<file path="config.mk">
export PLATFORM = sky130hd
export DESIGN_NAME = meter_lcd_bcd_formatter
export DESIGN_NICKNAME = d
export VERILOG_FILES = /design/src/design/mlbf_pkg.sv /design/src/design/mlbf_decimal.sv /design/src/design/mlbf_layout.sv /design/src/design/meter_lcd_bcd_formatter.sv
export SDC_FILE = /design/constraint.sdc
export NUM_CORES = 1
export LEC_CHECK = 0
export BUFFER_PORTS_ARGS = -buffer_cell sky130_fd_sc_hd__buf_4
export CORE_ASPECT_RATIO = 1.4
export CORE_UTILIZATION = 50
export DETAILED_ROUTE_END_ITERATION = 7
export GPL_ROUTABILITY_DRIVEN = 0
export PLACE_DENSITY = 0.73
export SYNTH_ARGS = -nofsm -noshare
export SYNTH_HDL_FRONTEND = slang
export SYNTH_SLANG_ARGS = --single-unit
</file>
<file path="constraint.sdc">
create_clock -name aclk -period 4.5 [get_ports aclk]
set_input_delay 0.45 -clock aclk [delete_from_list [all_inputs] [get_ports aclk]]
set_output_delay 0.45 -clock aclk [all_outputs]
set_load 0.01 [all_outputs]
</file>
<file path="src/design/mlbf_pkg.sv">
// ---------------------------------------------------------------------------
// mlbf_pkg
// Shared types, codes and layout tables of the meter LCD BCD formatter.
// ---------------------------------------------------------------------------
package mlbf_pkg;

    // One LCD digit code: 0-15 nibble value, 16 blank, 17 dash.
    typedef logic [4:0] digit_t;
    // Eight digits; element 0 is the leftmost digit (digit 1).
    typedef digit_t [7:0] digit_vec_t;
    // Four input bytes; element 0 is the least significant byte.
    typedef logic [3:0][7:0] byte_vec_t;

    // One formatted result.
    typedef struct packed {
        logic [11:0] mask;
        digit_vec_t  digits;
    } result_t;

    localparam digit_t DIGIT_BLANK = 5'd16;
    localparam digit_t DIGIT_DASH  = 5'd17;

    // Format codes.
    localparam logic [7:0] FMT_DEC_MAX    = 8'h06;
    localparam logic [7:0] FMT_POINT_MIN  = 8'h01;
    localparam logic [7:0] FMT_POINT_MAX  = 8'h05;
    localparam logic [7:0] FMT_LAYOUT_MIN = 8'h07;
    localparam logic [7:0] FMT_HEX        = 8'h09;
    localparam logic [7:0] FMT_LAYOUT_MAX = 8'h13;

    localparam logic [2:0] LEN_MAX  = 3'd4;
    localparam logic [2:0] SRC_NONE = 3'd4;

    localparam logic [7:0] SIGN_BIT  = 8'h80;
    localparam logic [7:0] VALUE_BITS = 8'h7f;

    // Lengths above four are treated as four.
    function automatic logic [2:0] sat_length(input logic [2:0] len);
        sat_length = (len > LEN_MAX) ? LEN_MAX : len;
    endfunction

    // Source byte for each digit pair (element 0 is digits 1-2), per layout.
    function automatic logic [3:0][2:0] layout_src(input logic [3:0] k);
        case (k)
            4'd0:    layout_src = {3'd0, 3'd1, 3'd2, 3'd3};
            4'd1:    layout_src = {3'd1, 3'd2, SRC_NONE, 3'd0};
            4'd3:    layout_src = {3'd0, 3'd1, 3'd2, SRC_NONE};
            4'd4:    layout_src = {3'd0, 3'd1, 3'd2, SRC_NONE};
            4'd5:    layout_src = {3'd0, 3'd1, 3'd2, 3'd3};
            4'd6:    layout_src = {3'd0, 3'd1, 3'd2, SRC_NONE};
            4'd7:    layout_src = {3'd0, 3'd1, SRC_NONE, SRC_NONE};
            4'd8:    layout_src = {3'd0, SRC_NONE, 3'd1, SRC_NONE};
            4'd9:    layout_src = {3'd0, 3'd1, SRC_NONE, SRC_NONE};
            4'd10:   layout_src = {3'd1, 3'd2, SRC_NONE, 3'd0};
            4'd11:   layout_src = {3'd0, SRC_NONE, SRC_NONE, SRC_NONE};
            4'd12:   layout_src = {3'd0, 3'd1, 3'd2, 3'd3};
            default: layout_src = {SRC_NONE, SRC_NONE, SRC_NONE, SRC_NONE};
        endcase
    endfunction

    // Annunciator mask per layout.
    function automatic logic [11:0] layout_mask(input logic [3:0] k);
        case (k)
            4'd0:    layout_mask = 12'h014;
            4'd1:    layout_mask = 12'h350;
            4'd3:    layout_mask = 12'h054;
            4'd4:    layout_mask = 12'h014;
            4'd5:    layout_mask = 12'h054;
            4'd6:    layout_mask = 12'h0d4;
            4'd8:    layout_mask = 12'hc00;
            4'd9:    layout_mask = 12'h050;
            4'd10:   layout_mask = 12'h310;
            default: layout_mask = 12'h000;
        endcase
    endfunction

endpackage

</file>
<file path="src/design/mlbf_decimal.sv">
// ---------------------------------------------------------------------------
// mlbf_decimal
// Signed decimal formats: sign extraction, forced zeros, leading blanking
// and decimal point.
// ---------------------------------------------------------------------------
module mlbf_decimal (
    input  mlbf_pkg::byte_vec_t  bytes_in,
    input  logic [7:0]           format_in,
    input  logic [2:0]           length_in,
    output mlbf_pkg::result_t    result
);
    import mlbf_pkg::*;

    byte_vec_t  value;
    logic [2:0] len_sat;
    logic [1:0] sign_idx;
    logic [3:0] nib;
    logic       seen;
    logic [7:0] pos;

    // Sign removal, then left-to-right scan with leading-zero blanking.
    always_comb begin
        value       = bytes_in;
        len_sat     = sat_length(length_in);
        sign_idx    = 2'(len_sat - 3'd1);
        result.mask = '0;
        seen        = 1'b0;
        nib         = '0;
        pos         = '0;
        if ((len_sat != 3'd0) && ((value[sign_idx] & SIGN_BIT) != 8'h00)) begin
            value[sign_idx] = value[sign_idx] & VALUE_BITS;
            result.mask[0]  = 1'b1;
        end
        for (int i = 0; i < 8; i++) begin
            nib = (i % 2 == 0) ? value[3 - i / 2][7:4] : value[3 - i / 2][3:0];
            if ((len_sat == 3'd3) && (i < 2)) begin
                nib = '0;
            end
            if ((len_sat == 3'd2) && (i < 4)) begin
                nib = '0;
            end
            pos = 8'(7 - i);
            if ((nib == 4'd0) && !seen && (pos > format_in)) begin
                result.digits[i] = DIGIT_BLANK;
            end else begin
                result.digits[i] = {1'b0, nib};
                seen             = 1'b1;
            end
        end
        // One decimal point for the fixed-point formats.
        if ((format_in >= FMT_POINT_MIN) && (format_in <= FMT_POINT_MAX)) begin
            result.mask[3'(6 - format_in[2:0])] = 1'b1;
        end
    end

endmodule

</file>
<file path="src/design/mlbf_layout.sv">
// ---------------------------------------------------------------------------
// mlbf_layout
// Fixed nibble layouts (date, time, tariff), the hex view and the dash
// display for unknown codes.
// ---------------------------------------------------------------------------
module mlbf_layout (
    input  mlbf_pkg::byte_vec_t  bytes_in,
    input  logic [7:0]           format_in,
    input  logic [2:0]           length_in,
    output mlbf_pkg::result_t    result
);
    import mlbf_pkg::*;

    logic [3:0]      k;
    logic [3:0][2:0] src;
    logic [2:0]      len_sat;

    assign k       = 4'(format_in - FMT_LAYOUT_MIN);
    assign src     = layout_src(k);
    assign len_sat = sat_length(length_in);

    // Place nibbles by format; unused digits stay blank, unknown codes show dashes.
    always_comb begin
        result.mask = '0;
        for (int i = 0; i < 8; i++) begin
            result.digits[i] = DIGIT_BLANK;
        end
        if (format_in == FMT_HEX) begin
            // Hex view fills from the right, one byte per pair.
            for (int i = 0; i < 4; i++) begin
                if (3'(i) < len_sat) begin
                    result.digits[6 - 2 * i] = {1'b0, bytes_in[i][7:4]};
                    result.digits[7 - 2 * i] = {1'b0, bytes_in[i][3:0]};
                end
            end
        end else if ((format_in >= FMT_LAYOUT_MIN) && (format_in <= FMT_LAYOUT_MAX)) begin
            for (int p = 0; p < 4; p++) begin
                if (src[p] != SRC_NONE) begin
                    result.digits[2 * p]     = {1'b0, bytes_in[src[p][1:0]][7:4]};
                    result.digits[2 * p + 1] = {1'b0, bytes_in[src[p][1:0]][3:0]};
                end
            end
            result.mask = layout_mask(k);
        end else begin
            for (int i = 0; i < 8; i++) begin
                result.digits[i] = DIGIT_DASH;
            end
        end
    end

endmodule

</file>
<file path="src/design/meter_lcd_bcd_formatter.sv">
// ---------------------------------------------------------------------------
// meter_lcd_bcd_formatter
// Formats four BCD bytes into eight LCD digit codes and an annunciator mask.
// ---------------------------------------------------------------------------
// Usage:
// Words arrive on the s_ channel: s_tdata carries the four value bytes and
// the byte length, s_tuser carries the display format code. Each accepted
// word yields exactly one result word on the m_ channel, carrying the eight
// digit codes (16 blank, 17 dash) and the twelve-bit segment mask.
// The word is first captured in an input register; the formatting logic sits
// between that register and the result register, which presents the result
// word on the m_ channel.
// One word is taken every cycle while m_tready is high; the rate is set by
// the single pass of formatting logic between the two registers.
// When the receiver stalls, the result register holds its word and the
// input register may still fill, so one further word is absorbed before
// s_tready falls. s_tready depends combinationally on m_tready.
// A synchronous active-low reset empties both registers; the block keeps no
// other state.
// ---------------------------------------------------------------------------
module meter_lcd_bcd_formatter (
    input  logic        aclk,
    input  logic        aresetn,
    input  logic        s_tvalid,
    output logic        s_tready,
    // byte0 [7:0], byte1 [15:8], byte2 [23:16], byte3 [31:24],
    // length [34:32], zero fill [39:35]
    input  logic [39:0] s_tdata,
    // format [7:0]
    input  logic [7:0]  s_tuser,
    output logic        m_tvalid,
    input  logic        m_tready,
    // digit1 [4:0], digit2 [9:5], ... digit8 [39:35],
    // segment_mask [51:40], zero fill [55:52]
    output logic [55:0] m_tdata
);
    import mlbf_pkg::*;

    logic       in_valid_reg,  in_valid_next;
    byte_vec_t  in_bytes_reg,  in_bytes_next;
    logic [7:0] in_format_reg, in_format_next;
    logic [2:0] in_length_reg, in_length_next;
    logic       out_valid_reg, out_valid_next;
    result_t    out_result_reg, out_result_next;

    logic    out_adv;
    logic    in_adv;
    result_t dec_result;
    result_t lay_result;

    // Stage advance: a stage takes a word when it is empty or draining.
    assign out_adv  = !out_valid_reg || m_tready;
    assign in_adv   = !in_valid_reg || out_adv;
    assign s_tready = in_adv;

    mlbf_decimal u_decimal (
        .bytes_in  (in_bytes_reg),
        .format_in (in_format_reg),
        .length_in (in_length_reg),
        .result    (dec_result)
    );

    mlbf_layout u_layout (
        .bytes_in  (in_bytes_reg),
        .format_in (in_format_reg),
        .length_in (in_length_reg),
        .result    (lay_result)
    );

    // Next values of the input and result registers.
    always_comb begin
        in_valid_next   = in_valid_reg;
        in_bytes_next   = in_bytes_reg;
        in_format_next  = in_format_reg;
        in_length_next  = in_length_reg;
        out_valid_next  = out_valid_reg;
        out_result_next = out_result_reg;
        if (in_adv) begin
            in_valid_next  = s_tvalid;
            in_bytes_next  = s_tdata[31:0];
            in_format_next = s_tuser;
            in_length_next = s_tdata[34:32];
        end
        if (out_adv) begin
            out_valid_next  = in_valid_reg;
            out_result_next = (in_format_reg <= FMT_DEC_MAX) ? dec_result : lay_result;
        end
    end

    // Control registers with reset.
    always_ff @(posedge aclk) begin
        if (!aresetn) begin
            in_valid_reg  <= 1'b0;
            out_valid_reg <= 1'b0;
        end else begin
            in_valid_reg  <= in_valid_next;
            out_valid_reg <= out_valid_next;
        end
    end

    // Payload registers.
    always_ff @(posedge aclk) begin
        in_bytes_reg   <= in_bytes_next;
        in_format_reg  <= in_format_next;
        in_length_reg  <= in_length_next;
        out_result_reg <= out_result_next;
    end

    assign m_tvalid = out_valid_reg;
    assign m_tdata  = {4'b0000, out_result_reg};

endmodule

</file>
=== Word level (Yosys, flattened, before mapping) ===
Memories as Yosys holds them, arrays and structs flattened.
Cells that the tools add are included.

* Order comparisons: 26
* Multipliers: 0
* Muxes and demuxes: 53
* Bitwise logic cells: 1
* Div/mod/pow operators: 0
* Shifts and indexed selects: 0
* Add/subtract/negate cells: 3
* Equality and inequality tests: 7
* Reductions and logical operators: 39

{| class="wikitable"
|+ Operators by type and width
! operator !! count
|-
| $bmux 8 s2 || 5
|-
| $mux 10 || 8
|-
| $mux 40 || 2
|-
| $mux 52 || 1
|-
| $mux 8 || 6
|-
| $mux 5 || 8
|-
| $mux 12 || 3
|-
| $bwmux 32 || 1
|-
| $gt 3x8->1 const A || 4
|-
| $logic_not 4->1 || 8
|-
| $mux 32 || 1
|-
| $mux 4 || 6
|-
| $logic_and 1x1->1 || 20
|-
| $demux 8 s2 || 1
|-
| $gt 1x8->1 const A || 2
|-
| $gt 2x8->1 const A || 2
|-
| $le 8x3->1 const B || 2
|-
| $lt 2x3->1 const B || 5
|-
| $ne 3x3->1 const B || 4
|-
| $mux 1 || 9
|-
| $eq 8x4->1 const B || 1
|-
| $ge 8x1->1 const B || 1
|-
| $ge 8x3->1 const B || 1
|-
| $le 8x5->1 const B || 1
|-
| other kinds (16) || 27
|}

* Word-level logic and storage cells: 148
* Bits in latches: 0
* Bits in registers: 97
* ROM bits: 304
* Output and inout port bits: 58
* Memories: 2
* Bits in writable memories: 0

{| class="wikitable"
|+ Memories
! memory !! words !! bits a word !! read ports !! clocked after memory_dff !! write ports !! line !! text
|-
| (name not given) || 16 || 11 || 1 || 0 || 0 || mlbf_pkg.sv:44 || <nowiki>case (k)</nowiki>
|-
| (name not given) || 16 || 8 || 1 || 0 || 0 || mlbf_pkg.sv:63 || <nowiki>case (k)</nowiki>
|}

=== Longest topological paths before layout ===
Gate-level depths: netlist of the first run.

* Word-level depth: 41
* Mapped depth: 11
* Gate-level depth less buffers: 9

=== Modules after synthesis ===
Synthesis of the first run repeated with hierarchy kept, for this count alone.

* Cell total of the unflattened synthesis: 551
* Area total of the unflattened synthesis: 6,847.8 sq um

{| class="wikitable"
|+ By module, submodules not included
! module !! instances !! area an instance (sq um) !! sequential area each (sq um) !! cells an instance
|-
| meter_lcd_bcd_formatter || 1 || 3,824.9 || 2,892.8 || 169
|-
| mlbf_layout || 1 || 1,584.0 || 0.0 || 183
|-
| mlbf_decimal || 1 || 1,438.9 || 0.0 || 199
|}

=== Least setup slack after synthesis of the first run ===
Ideal clock, no wire load.

* Path type: flip-flop to flip-flop
* Start point: register in_format_reg[2]
* End point: register out_result_reg (netlist bit m_tdata[23]) (data pin)
* Setup time: 0.256 ns
* Data arrival time: 2.936 ns
* Path slack: 1.308 ns
* Buffers on the path: 3
* Stages on the path, launching flop included: 10
* Cell sequence: edfxtp_1 > clkbuf_1 > inv_1 > ha_1 > buf_1 > nand2_1 > mux2i_1 > clkbuf_1 > mux4_2 > a22o_1

* Cells in the longest elaborated chain, start to end: 18
* Elaborated cells on any way between the ends: 36
* Those cells by class: add/sub (1); order compare (8); eq/ne (2); mux (11); reduce/logical (13); memory (1)

{| class="wikitable"
|+ Ends and longest elaborated chain
! what !! line !! text
|-
| start, declared || meter_lcd_bcd_formatter.sv:41 || <nowiki>logic [7:0] in_format_reg, in_format_next;</nowiki>
|-
| start signal, assigned || meter_lcd_bcd_formatter.sv:104 || <nowiki>in_format_reg <= in_format_next;</nowiki>
|-
| $gt 3x8->1 || mlbf_decimal.sv:43 || <nowiki>if ((nib == 4'd0) && !seen && (pos > format_in)) begin</nowiki>
|-
| $logic_and 1x1->1 (3 in a row) || mlbf_decimal.sv:43 ||
|-
| $mux 1 || mlbf_decimal.sv:43 ||
|-
| $logic_not 1->1 || mlbf_decimal.sv:43 ||
|-
| $logic_and 1x1->1 (2 in a row) || mlbf_decimal.sv:43 ||
|-
| $mux 1 || mlbf_decimal.sv:43 ||
|-
| $logic_not 1->1 || mlbf_decimal.sv:43 ||
|-
| $logic_and 1x1->1 (2 in a row) || mlbf_decimal.sv:43 ||
|-
| $mux 1 || mlbf_decimal.sv:43 ||
|-
| $logic_not 1->1 || mlbf_decimal.sv:43 ||
|-
| $logic_and 1x1->1 (2 in a row) || mlbf_decimal.sv:43 ||
|-
| $mux 5 || mlbf_decimal.sv:43 ||
|-
| $mux 52 * || meter_lcd_bcd_formatter.sv:86 || <nowiki>out_result_next = (in_format_reg <= FMT_DEC_MAX) ? dec_result : lay_result;</nowiki>
|-
| end signal, assigned || meter_lcd_bcd_formatter.sv:106 || <nowiki>out_result_reg <= out_result_next;</nowiki>
|-
| end, declared || meter_lcd_bcd_formatter.sv:44 || <nowiki>result_t out_result_reg, out_result_next;</nowiki>
|}

Every way passes the cells marked *; elsewhere a longest branch is shown, timed or not. The select of a mux whose other input is x is not followed.
A chain may end at the register's enable or synchronous reset.

=== Worst setup path after layout of the first run ===
* Start point: register in_format_reg[2]
* End point: register out_result_reg (netlist bit m_tdata[20]) (data pin)

Same word-level chain as after synthesis.

==> results.toml, run 1 <==
[detailed_routing]
first_pass_iters = 5
detail_route.wl_per_cell_um = 19.8
routed-via-count = 4508
antenna_left = 0
drt_wl_total_um = 13900
drt-initial-drc-count = 524
viasPerCell = 6.39
drc = 0

[sta]
drv_slew = 0
tightest_slew_ns = 0.996
finalHoldViolations = 0
relSlewSlack_pct = 33.6
period_share_pct = 80.6
timing.fmax_mhz = 276
post-route-min-period_ns = 3.63
setup_viol = 0
setup_ws_ns = 0.873
rsz0062_at_grt = "false"
fin_worst_skew_ns = 0.00629
fin_tns_setup_ns = 0

[global_routing]
grt.total_usage_pct = 24.3
met3_usage_pct = 4.96
grt_start_max_net_pins = 51
grt_pass1_vias = 4192
use_met2_pct = 38.5
antenna_found_initial = 0
grt_pass1_wl_um = 21700
use_met1_pct = 31.5
top_usage_layer = "met2"
gr-total-overflow = 0

[critical_path]
critical_path_peak_fanout = 22
r2r_end = "m_tdata[20]"
reg2reg_depth = 6
crit_start = "in_format_reg[2]"
worst_ep_arrival_time_ns = 3.73
critPathKind = "reg2reg"
path_buf_inv = 1
reg2reg_slack_ns = 0.87
critPathTopFamily = "compound AO/OA/AOI/OAI gates"
critPathSlowestCell = "ha_1"
critPathMaxStageDelay_ns = 0.73
startpoint_type = "flop"
worst_ep_required_time_ns = 4.60
r2r_start = "in_format_reg[2]"
endpoint_kind = "flop"
path_cells = "inv_1 > ha_1 > nor3_1 > a311oi_4 > mux4_1 > a41o_1"

[pwr]
pwr-share-clk_pct = 32.6
pwr-share-seq_pct = 49.9
power_density_mw_per_mm2 = 315
p_comb_share_pct = 17.5
power_leakage_uw = 0.00269
irDropWorstVdd_uv = 222
switching_power_uw = 571
internal_power_uw = 1580
p_sw_share_pct = 26.5

[clock_network]
clock_latency_ns = 0.35
cts_tree = "built"
cts-htree-levels = 3
hold_buffers = 0
clock_path_buffers = 2
post-cts-setup-buffers = 0
cts_buffers = 9
cts_sinks = 95
cts-root-buf = "clkbuf_16"
cts-resized-gates = 0
path_clk_slew_ns = 0.07

[synthesis]
yosysMostFrequentCell = "edfxtp_1"
synth_area_mm2 = 0.00570
synth_top_area_cell = "edfxtp_1"
synth.yosys.warnings = 0
async_flop_share_pct = 0
syn_area_per_cell_um2 = 12.2
yosysUniqueCellTypes = 71
netlist_top_cells_area = "edfxtp_1 49%, mux4_2 7.5%, ha_1 3.5%"
synth_seq_cells = 95
ys_top_cells_by_count = "93 x edfxtp_1, 35 x nor2_1, 26 x nand2_1, 24 x a21oi_1, 19 x mux4_2"
synth-main-ff-cell = "edfxtp_1"
synth_cells = 466
ys_seq_area_share_pct = 49.7
synth_top_cell_area_share_pct = 49.0
synth_edf_count = 93

[die]
die_x_um = 92.3
core_mm2 = 0.0110
die_area_mm2 = 0.0118
start_util_pct = 51.9
io_pins = 110
die_y_um = 128
placementRows = 45

[final_layout]
register_area_mm2 = 0.00283
multi_input_area_mm2 = 0.00268
largest_reg_flops = 50
n_antenna_cell = 0
nFillCells = 865
nets = 627
drive_gt1_share_pct = 32.1
stdcell_area_mm2 = 0.00684
syn2layout_area_growth_pct = 20.0

[status]
status = "completed"

[placed_design]
hpwl_um = 10300
portBuffers = 100
placed_cell_area_mm2 = 0.00656
pre_cts_slack_ns = 0.979

[min_path]
hp-class = "in2reg"
hold_start = "s_tdata[19]"
whs_path_depth = 1
hold_end = "in_bytes_reg[19]"

[flow_run]
max_cap_violations = 0
[cells by family after synthesis]
family,count (synthesis),synth area share (%)
buf+inv,44,3.62
flops,95,49.7
compound gates,128,16.8
simple gates,130,11.8
xor+xnor,4,0.615
other cells,1,0.0658
mux,48,13.8
fa+ha+maj,16,3.51
[per-layer routing]
layer	part of all wire [%]	wire (um)	vias up
li1	-	-	2039
met1	38	5230	2111
met3	11	1470	49
met5	0	0	-
met4	4.1	573	0
met2	48	6660	309
[worst max path at each step]
stage	to	slack (ns)	cells past startpoint
2_1_floorplan	m_tdata[23]	1.31	9
3_3_place_gp	m_tdata[20]	1.02	6
3_5_place_dp	m_tdata[20]	0.98	6
4_1_cts	m_tdata[20]	0.94	6
5_1_grt	m_tdata[20]	0.61	6
6_report	m_tdata[20]	0.87	6
[placed cells by master (no fill, tap or decap), types with 11 or more instances in the layout]
cell / count
nor2_1: 35
inv_1: 14
nand2_1: 25
a21oi_1: 24
edfxtp_1: 93
mux2_2: 17
a221oi_1: 12
buf_4: 107
ha_1: 16
mux4_2: 19
o21ai_0: 18
nor4_1: 11
nor3_1: 11
[power by group through the flow]
| stage | clock (uW) | combinational, uW | sequential (uW) |
|---|---|---|---|
| floorplan | 0 | 241 | 1080 |
| global placement | 0 | 362 | 1090 |
| detailed placement | 0 | 368 | 1090 |
| CTS | 717 | 370 | 1070 |
| global route | 749 | 401 | 1080 |
| finish | 702 | 376 | 1080 |
[stage by stage]
step | utilization, % | cells | hold WS (ns) | power, uW
floorplan | - | 469 | 0.463 | 1320
global placement | 59.7 | 689 | 0.492 | 1450
detailed placement | 59.7 | 689 | 0.503 | 1460
CTS | 62.3 | 705 | 0.265 | 2160
global route | 62.3 | 705 | 0.258 | 2230
finish | 62.3 | 705 | 0.274 | 2150
[final cells by class]
type / instances / area share, %
Multi-Input combinational cell: 330 / 39.2
Timing Repair Buffer: 107 / 11.7
Clock inverter: 7 / 0.841
Inverter: 16 / 0.951
Clock buffer: 9 / 3.29
Tap cell: 141 / 2.58
Sequential cell: 95 / 41.4
No activity file was read; power rests on OpenSTA's default activity.
==> inputs of run 2 (changes only) <==
PLACE_DENSITY = 0.76   (was 0.73)
clock period = 3.2 ns   (was 4.5 ns; I/O delays follow)
==> run 2 against run 1 <==
  * Setup slack got worse by 0.71 ns
  * Worst hold slack got worse by 0.13 ns
  * Final cell count rose by 4.4%
  * Count of clock-buffer cells in the layout did not move
  * First-iteration DRC count rose by 37%
  * Critical path type unchanged
  * Critical endpoint is now m_tdata[24]
==> results.toml, run 2 (synthesis results as in run 1) <==
[global_routing]
grt_start_max_net_pins = 51
antenna_found_initial = 0
met3_usage_pct = 4.14
top_usage_layer = "met2"
use_met2_pct = 41.0
grt_pass1_vias = 4536
gr-total-overflow = 0
grt.total_usage_pct = 25.5
use_met1_pct = 32.0
grt_pass1_wl_um = 22900

[detailed_routing]
drt-initial-drc-count = 718
routed-via-count = 4740
antenna_left = 0
first_pass_iters = 6
detail_route.wl_per_cell_um = 19.8
viasPerCell = 6.44
drt_wl_total_um = 14600
drc = 0

[clock_network]
hold_buffers = 0
cts-htree-levels = 3
cts_buffers = 9
cts_tree = "built"
cts_sinks = 95
clock_path_buffers = 2
clock_latency_ns = 0.34
cts-root-buf = "clkbuf_16"
path_clk_slew_ns = 0.06

[placed_design]
portBuffers = 100
hpwl_um = 10900

[sta]
setup_viol = 0
timing.fmax_mhz = 330
rsz0062_at_grt = "false"
post-route-min-period_ns = 3.03
relSlewSlack_pct = 35.5
tightest_slew_ns = 0.967
fin_tns_setup_ns = 0
drv_slew = 0
fin_worst_skew_ns = 0.00677
finalHoldViolations = 0
period_share_pct = 94.8
holdWs_ns = 0.148

[final_layout]
n_antenna_cell = 0
register_area_mm2 = 0.00283
layout_commonest_cell = "buf_4"
final_cell_mix = "138 x buf_4, 93 x edfxtp_1, 35 x nor2_1"
final_util_pct = 64.7
syn2layout_area_growth_pct = 24.7
nFillCells = 860
drive_gt1_share_pct = 35.8
nets = 658
largest_reg_flops = 50
multi_input_area_mm2 = 0.00271

[critical_path]
path_cells = "nor2b_4 > buf_4 > inv_6 > ha_1 > o21ba_2 > o32a_1 > or4b_1 > a31oi_1 > nand3_2 > o41ai_4"
critPathMaxStageDelay_ns = 0.52
critPathSlowestCell = "or4b_1"
critPathTopFamily = "compound AO/OA/AOI/OAI gates"
critPathKind = "reg2reg"
worst_ep_required_time_ns = 3.35
critical_path_peak_fanout = 11
path_buf_inv = 2
worst_ep_arrival_time_ns = 3.19
startpoint_type = "flop"
endpoint_kind = "flop"

[die]
die_area_mm2 = 0.0118
io_pins = 110
core_mm2 = 0.0110
die_y_um = 128
die_x_um = 92.3
start_util_pct = 51.9
placementRows = 45

[status]
status = "completed"

[pwr]
power_density_mw_per_mm2 = 436
power_leakage_uw = 0.00285
irDropWorstVdd_uv = 358

[min_path]
hp-class = "in2reg"

[flow_run]
max_cap_violations = 0
[run 2: changes by cell type in the layout (fill, tap and decap cells not counted), sizes merged]
cell      change
bufinv        +1
inv           -2
buf          +31
clkinv        +2
clkinvlp      -1
[run 2: cell type report]
type,instances,area share (%)
tap,141,2.48
clock buffer,9,3.17
inverter,16,0.915
sequential,95,39.9
clock inverter,7,0.898
multi-input combinational,330,38.1
timing repair buffer,138,14.6
[run 2: metal layers]
layer	up-vias	part of all wire [%]	routed length [um]
met5	-	0	0
met4	0	5.4	788
met3	79	8.8	1290
met2	337	48	7000
met1	2210	38	5520
li1	2114	-	-
[run 2: what timing repair did]
item,in CTS,in global routing
setup buffers,0,2
resized for setup,0,4
endpoints found under the setup margin,0,6
[run 2: path summary, 6_finish.rpt]
path,start,endpoint,slack [ns],cells after the start
setup reg to reg,in_length_reg[2],m_tdata[24],0.17,10
hold reg to reg,in_valid_reg,m_tvalid,0.52,1
hold / removal,s_tdata[19],in_bytes_reg[19],0.15,1
setup / recovery,in_length_reg[2],m_tdata[24],0.17,10
[run 2: through the flow]
stage | setup slack (ns) | instance area [um2] | total power [uW] | instances
finish | 0.168 | 7110 | 3100 | 736
global route | 0.0211 | 7110 | 3200 | 736
CTS | 0.101 | 7070 | 3100 | 734
detailed placement | 0.127 | 6780 | 2090 | 718
global placement | 0.254 | 6780 | 2070 | 718
floorplan | 0.00765 | 5710 | 1860 | 469
[run 2: worst reg2reg max path, stage by stage, from the launching register on]
cell      delay (ns)
edfxtp_1        0.43
nor2b_4         0.17
buf_4           0.19
inv_6           0.08
ha_1            0.25
o21ba_2         0.23
o32a_1          0.19
or4b_1          0.52
a31oi_1         0.22
nand3_2         0.19
o41ai_4         0.37
[run 2: report_power, final]
| part | leakage [uW] | internal, uW | switching, uW | total (uW) |
|---|---|---|---|---|
| sequential | 0.00100 | 1440 | 69.4 | 1510 |
| combinational | 0.00171 | 287 | 295 | 582 |
| clock | 0.000139 | 597 | 417 | 1010 |
| total | 0.00285 | 2320 | 781 | 3100 |
==> inputs of run 3 (changes only) <==
PLACE_DENSITY = 0.75   (was 0.76)
SYNTH_HIERARCHICAL = 1   (was unset)
==> run 3 against run 2 <==
  * Via count rose by 7.8%
  * First-iteration DRC count shrank 17%
  * Count of clock-buffer cells in the layout unchanged
  * Clock skew rose by 0.0024 ns
  * Power grew 6.7%
  * Fmax down 3.8%
  * Worst hold slack lost 0.011 ns
  * Sequential power barely moved
  * Largest cell class is now multi-input combinational cells
  * Largest power group unchanged
==> results.toml, run 3 <==
[detailed_routing]
drt-initial-drc-count = 597
routed-via-count = 5110
detail_route.wl_per_cell_um = 19.2
drt_wl_total_um = 16500
first_pass_iters = 5
antenna_left = 0
viasPerCell = 5.96
drc = 0

[synthesis]
synth-main-ff-cell = "edfxtp_1"
async_flop_share_pct = 0
synth_area_mm2 = 0.00685
synth_seq_cells = 97
synth.yosys.warnings = 6
syn_area_per_cell_um2 = 12.4
synth_cells = 551
ys_top_cells_by_count = "95 x edfxtp_1, 52 x mux2_4, 41 x nand2_1, 41 x nor2_1, 26 x a22o_1"
synth_top_cell_area_share_pct = 41.7
synth_edf_count = 95
yosysUniqueCellTypes = 78
netlist_top_cells_area = "edfxtp_1 42%, mux2_4 11%, mux4_2 4.6%"
synth_top_area_cell = "edfxtp_1"
yosysMostFrequentCell = "edfxtp_1"
ys_seq_area_share_pct = 42.2

[pwr]
p_sw_share_pct = 28.0
internal_power_uw = 2380
irDropWorstVdd_uv = 328
power_density_mw_per_mm2 = 400
power_leakage_uw = 0.00360
switching_power_uw = 928
pwr-share-seq_pct = 46.7
p_comb_share_pct = 21.4
pwr-share-clk_pct = 31.9

[sta]
timing.fmax_mhz = 317
post-route-min-period_ns = 3.15
tightest_slew_ns = 0.794
drv_slew = 0
fin_tns_setup_ns = 0
holdWs_ns = 0.137
rsz0062_at_grt = "true"
fin_worst_skew_ns = 0.00922
period_share_pct = 98.5
relSlewSlack_pct = 46.4
finalHoldViolations = 0
setup_viol = 0

[clock_network]
clock_path_buffers = 2
cts-htree-levels = 3
path_clk_slew_ns = 0.08
cts_tree = "built"
cts_buffers = 9
clock_latency_ns = 0.35
hold_buffers = 0
cts-root-buf = "clkbuf_16"
cts_sinks = 97

[global_routing]
grt_pass1_vias = 4863
grt.total_usage_pct = 23.5
grt_pass1_wl_um = 25300
antenna_found_initial = 0
grt_start_max_net_pins = 45
gr-total-overflow = 0

[critical_path]
endpoint_kind = "flop"
startpoint_type = "flop"
worst_ep_arrival_time_ns = 3.38
worst_ep_required_time_ns = 3.43
critPathKind = "reg2reg"
reg2reg_depth = 11
critical_path_peak_fanout = 6

[final_layout]
largest_reg_flops = 52
stdcell_area_mm2 = 0.00828
layout_commonest_cell = "buf_4"
n_antenna_cell = 0
nets = 743
final_util_pct = 61.9
final_cell_mix = "140 x buf_4, 95 x edfxtp_1, 52 x mux2_4"
syn2layout_area_growth_pct = 21.0
drive_gt1_share_pct = 41.3

[die]
io_pins = 110
start_util_pct = 51.1
placementRows = 50
die_x_um = 101
die_y_um = 140
die_area_mm2 = 0.0142
core_mm2 = 0.0134

[flow_run]
max_cap_violations = 0

[status]
status = "completed"

[placed_design]
portBuffers = 100
hpwl_um = 12200
placed_cell_area_mm2 = 0.00788

[min_path]
hp-class = "in2reg"
whs_path_depth = 1
[run 3: changes by cell type after synthesis, moves of 6 or more]
cell | previous run | this run
nand2_1 | 26 | 41
mux2i_1 | 8 | 23
mux2_1 | 1 | 8
buf_6 | 1 | 8
a221oi_1 | 12 | 1
mux2_4 | 0 | 52
clkbuf_1 | 15 | 9
nor4_1 | 11 | 3
nor2_1 | 35 | 41
o21ai_0 | 18 | 11
a22o_1 | 7 | 26
buf_4 | 7 | 21
[run 3: final cells by class]
class                   instances  area [um2]
flip-flops and latches         97        2890
clock buffers                   9         225
fillers                      1068        5100
inverters                      14        55.1
multi-input cells             406        3710
clock inverters                 7        73.8
repair buffers                143        1100
well taps                     182         228
[run 3: path summary, 6_finish.rpt]
check | to | slack, ns | from
min reg2reg | m_tvalid | 0.52 | in_valid_reg
min | in_bytes_reg[2] | 0.14 | s_tdata[2]
max reg2reg | m_tdata[24] | 0.05 | in_length_reg[2]
max | m_tdata[24] | 0.05 | in_length_reg[2]
[run 3: metal layers]
layer  vias to the layer above  global-route usage (%)  wire, um
li1                       2323                       -         -
met1                      2419                    29.2      6410
met2                       309                    39.0      8260
met3                        59                    4.64      1200
met4                         0                    11.0       599
met5                         -                       0         0
[run 3: power groups by stage]
stage	Combinational, uW	Sequential [uW]	Clock, uW
after global routing	751	1550	1120
final	710	1540	1060
after floorplan	429	1570	0
after global placement	650	1570	0
after detailed placement	669	1570	0
after CTS	674	1540	1080
[run 3: per-stage QoR]
| stage | power [uW] | worst slack (ns) | std cells |
|---|---|---|---|
| floorplan | 2000 | 0.0713 | 561 |
| global placement | 2220 | 0.0617 | 839 |
| detailed placement | 2240 | -0.0251 | 839 |
| CTS | 3290 | -0.00245 | 856 |
| global route | 3430 | -0.0971 | 858 |
| finish | 3310 | 0.0485 | 858 |
[run 3: repair_timing]
item	4_1_cts	5_1_grt
cloned	0	0
buffers inserted	1	2
setup endpoints to repair	2	23
resized for setup	1	14
pin swaps	1	2
hold endpoints to repair	0	0
[run 3: critical path, cell delays in order (launching register included)]
cell      delay (ns)
edfxtp_1        0.48
inv_1           0.16
nand2_2         0.11
ha_4            0.34
buf_4           0.16
mux2_2          0.36
and2_1          0.16
o311ai_0        0.39
o211a_1         0.31
nand4_4         0.15
nor4b_2         0.23
mux2_4          0.17
[run 3: logic make-up after synthesis]
group / share of synthesized area, %
AOI/OAI and AO/OA: 12.0
xor gates and xnor gates: 1.10
adders and majority gates: 3.65
buffers and inverters: 5.34
DFF: 42.2
muxes: 23.8
other: 0.164
and+or+nand+nor: 11.7
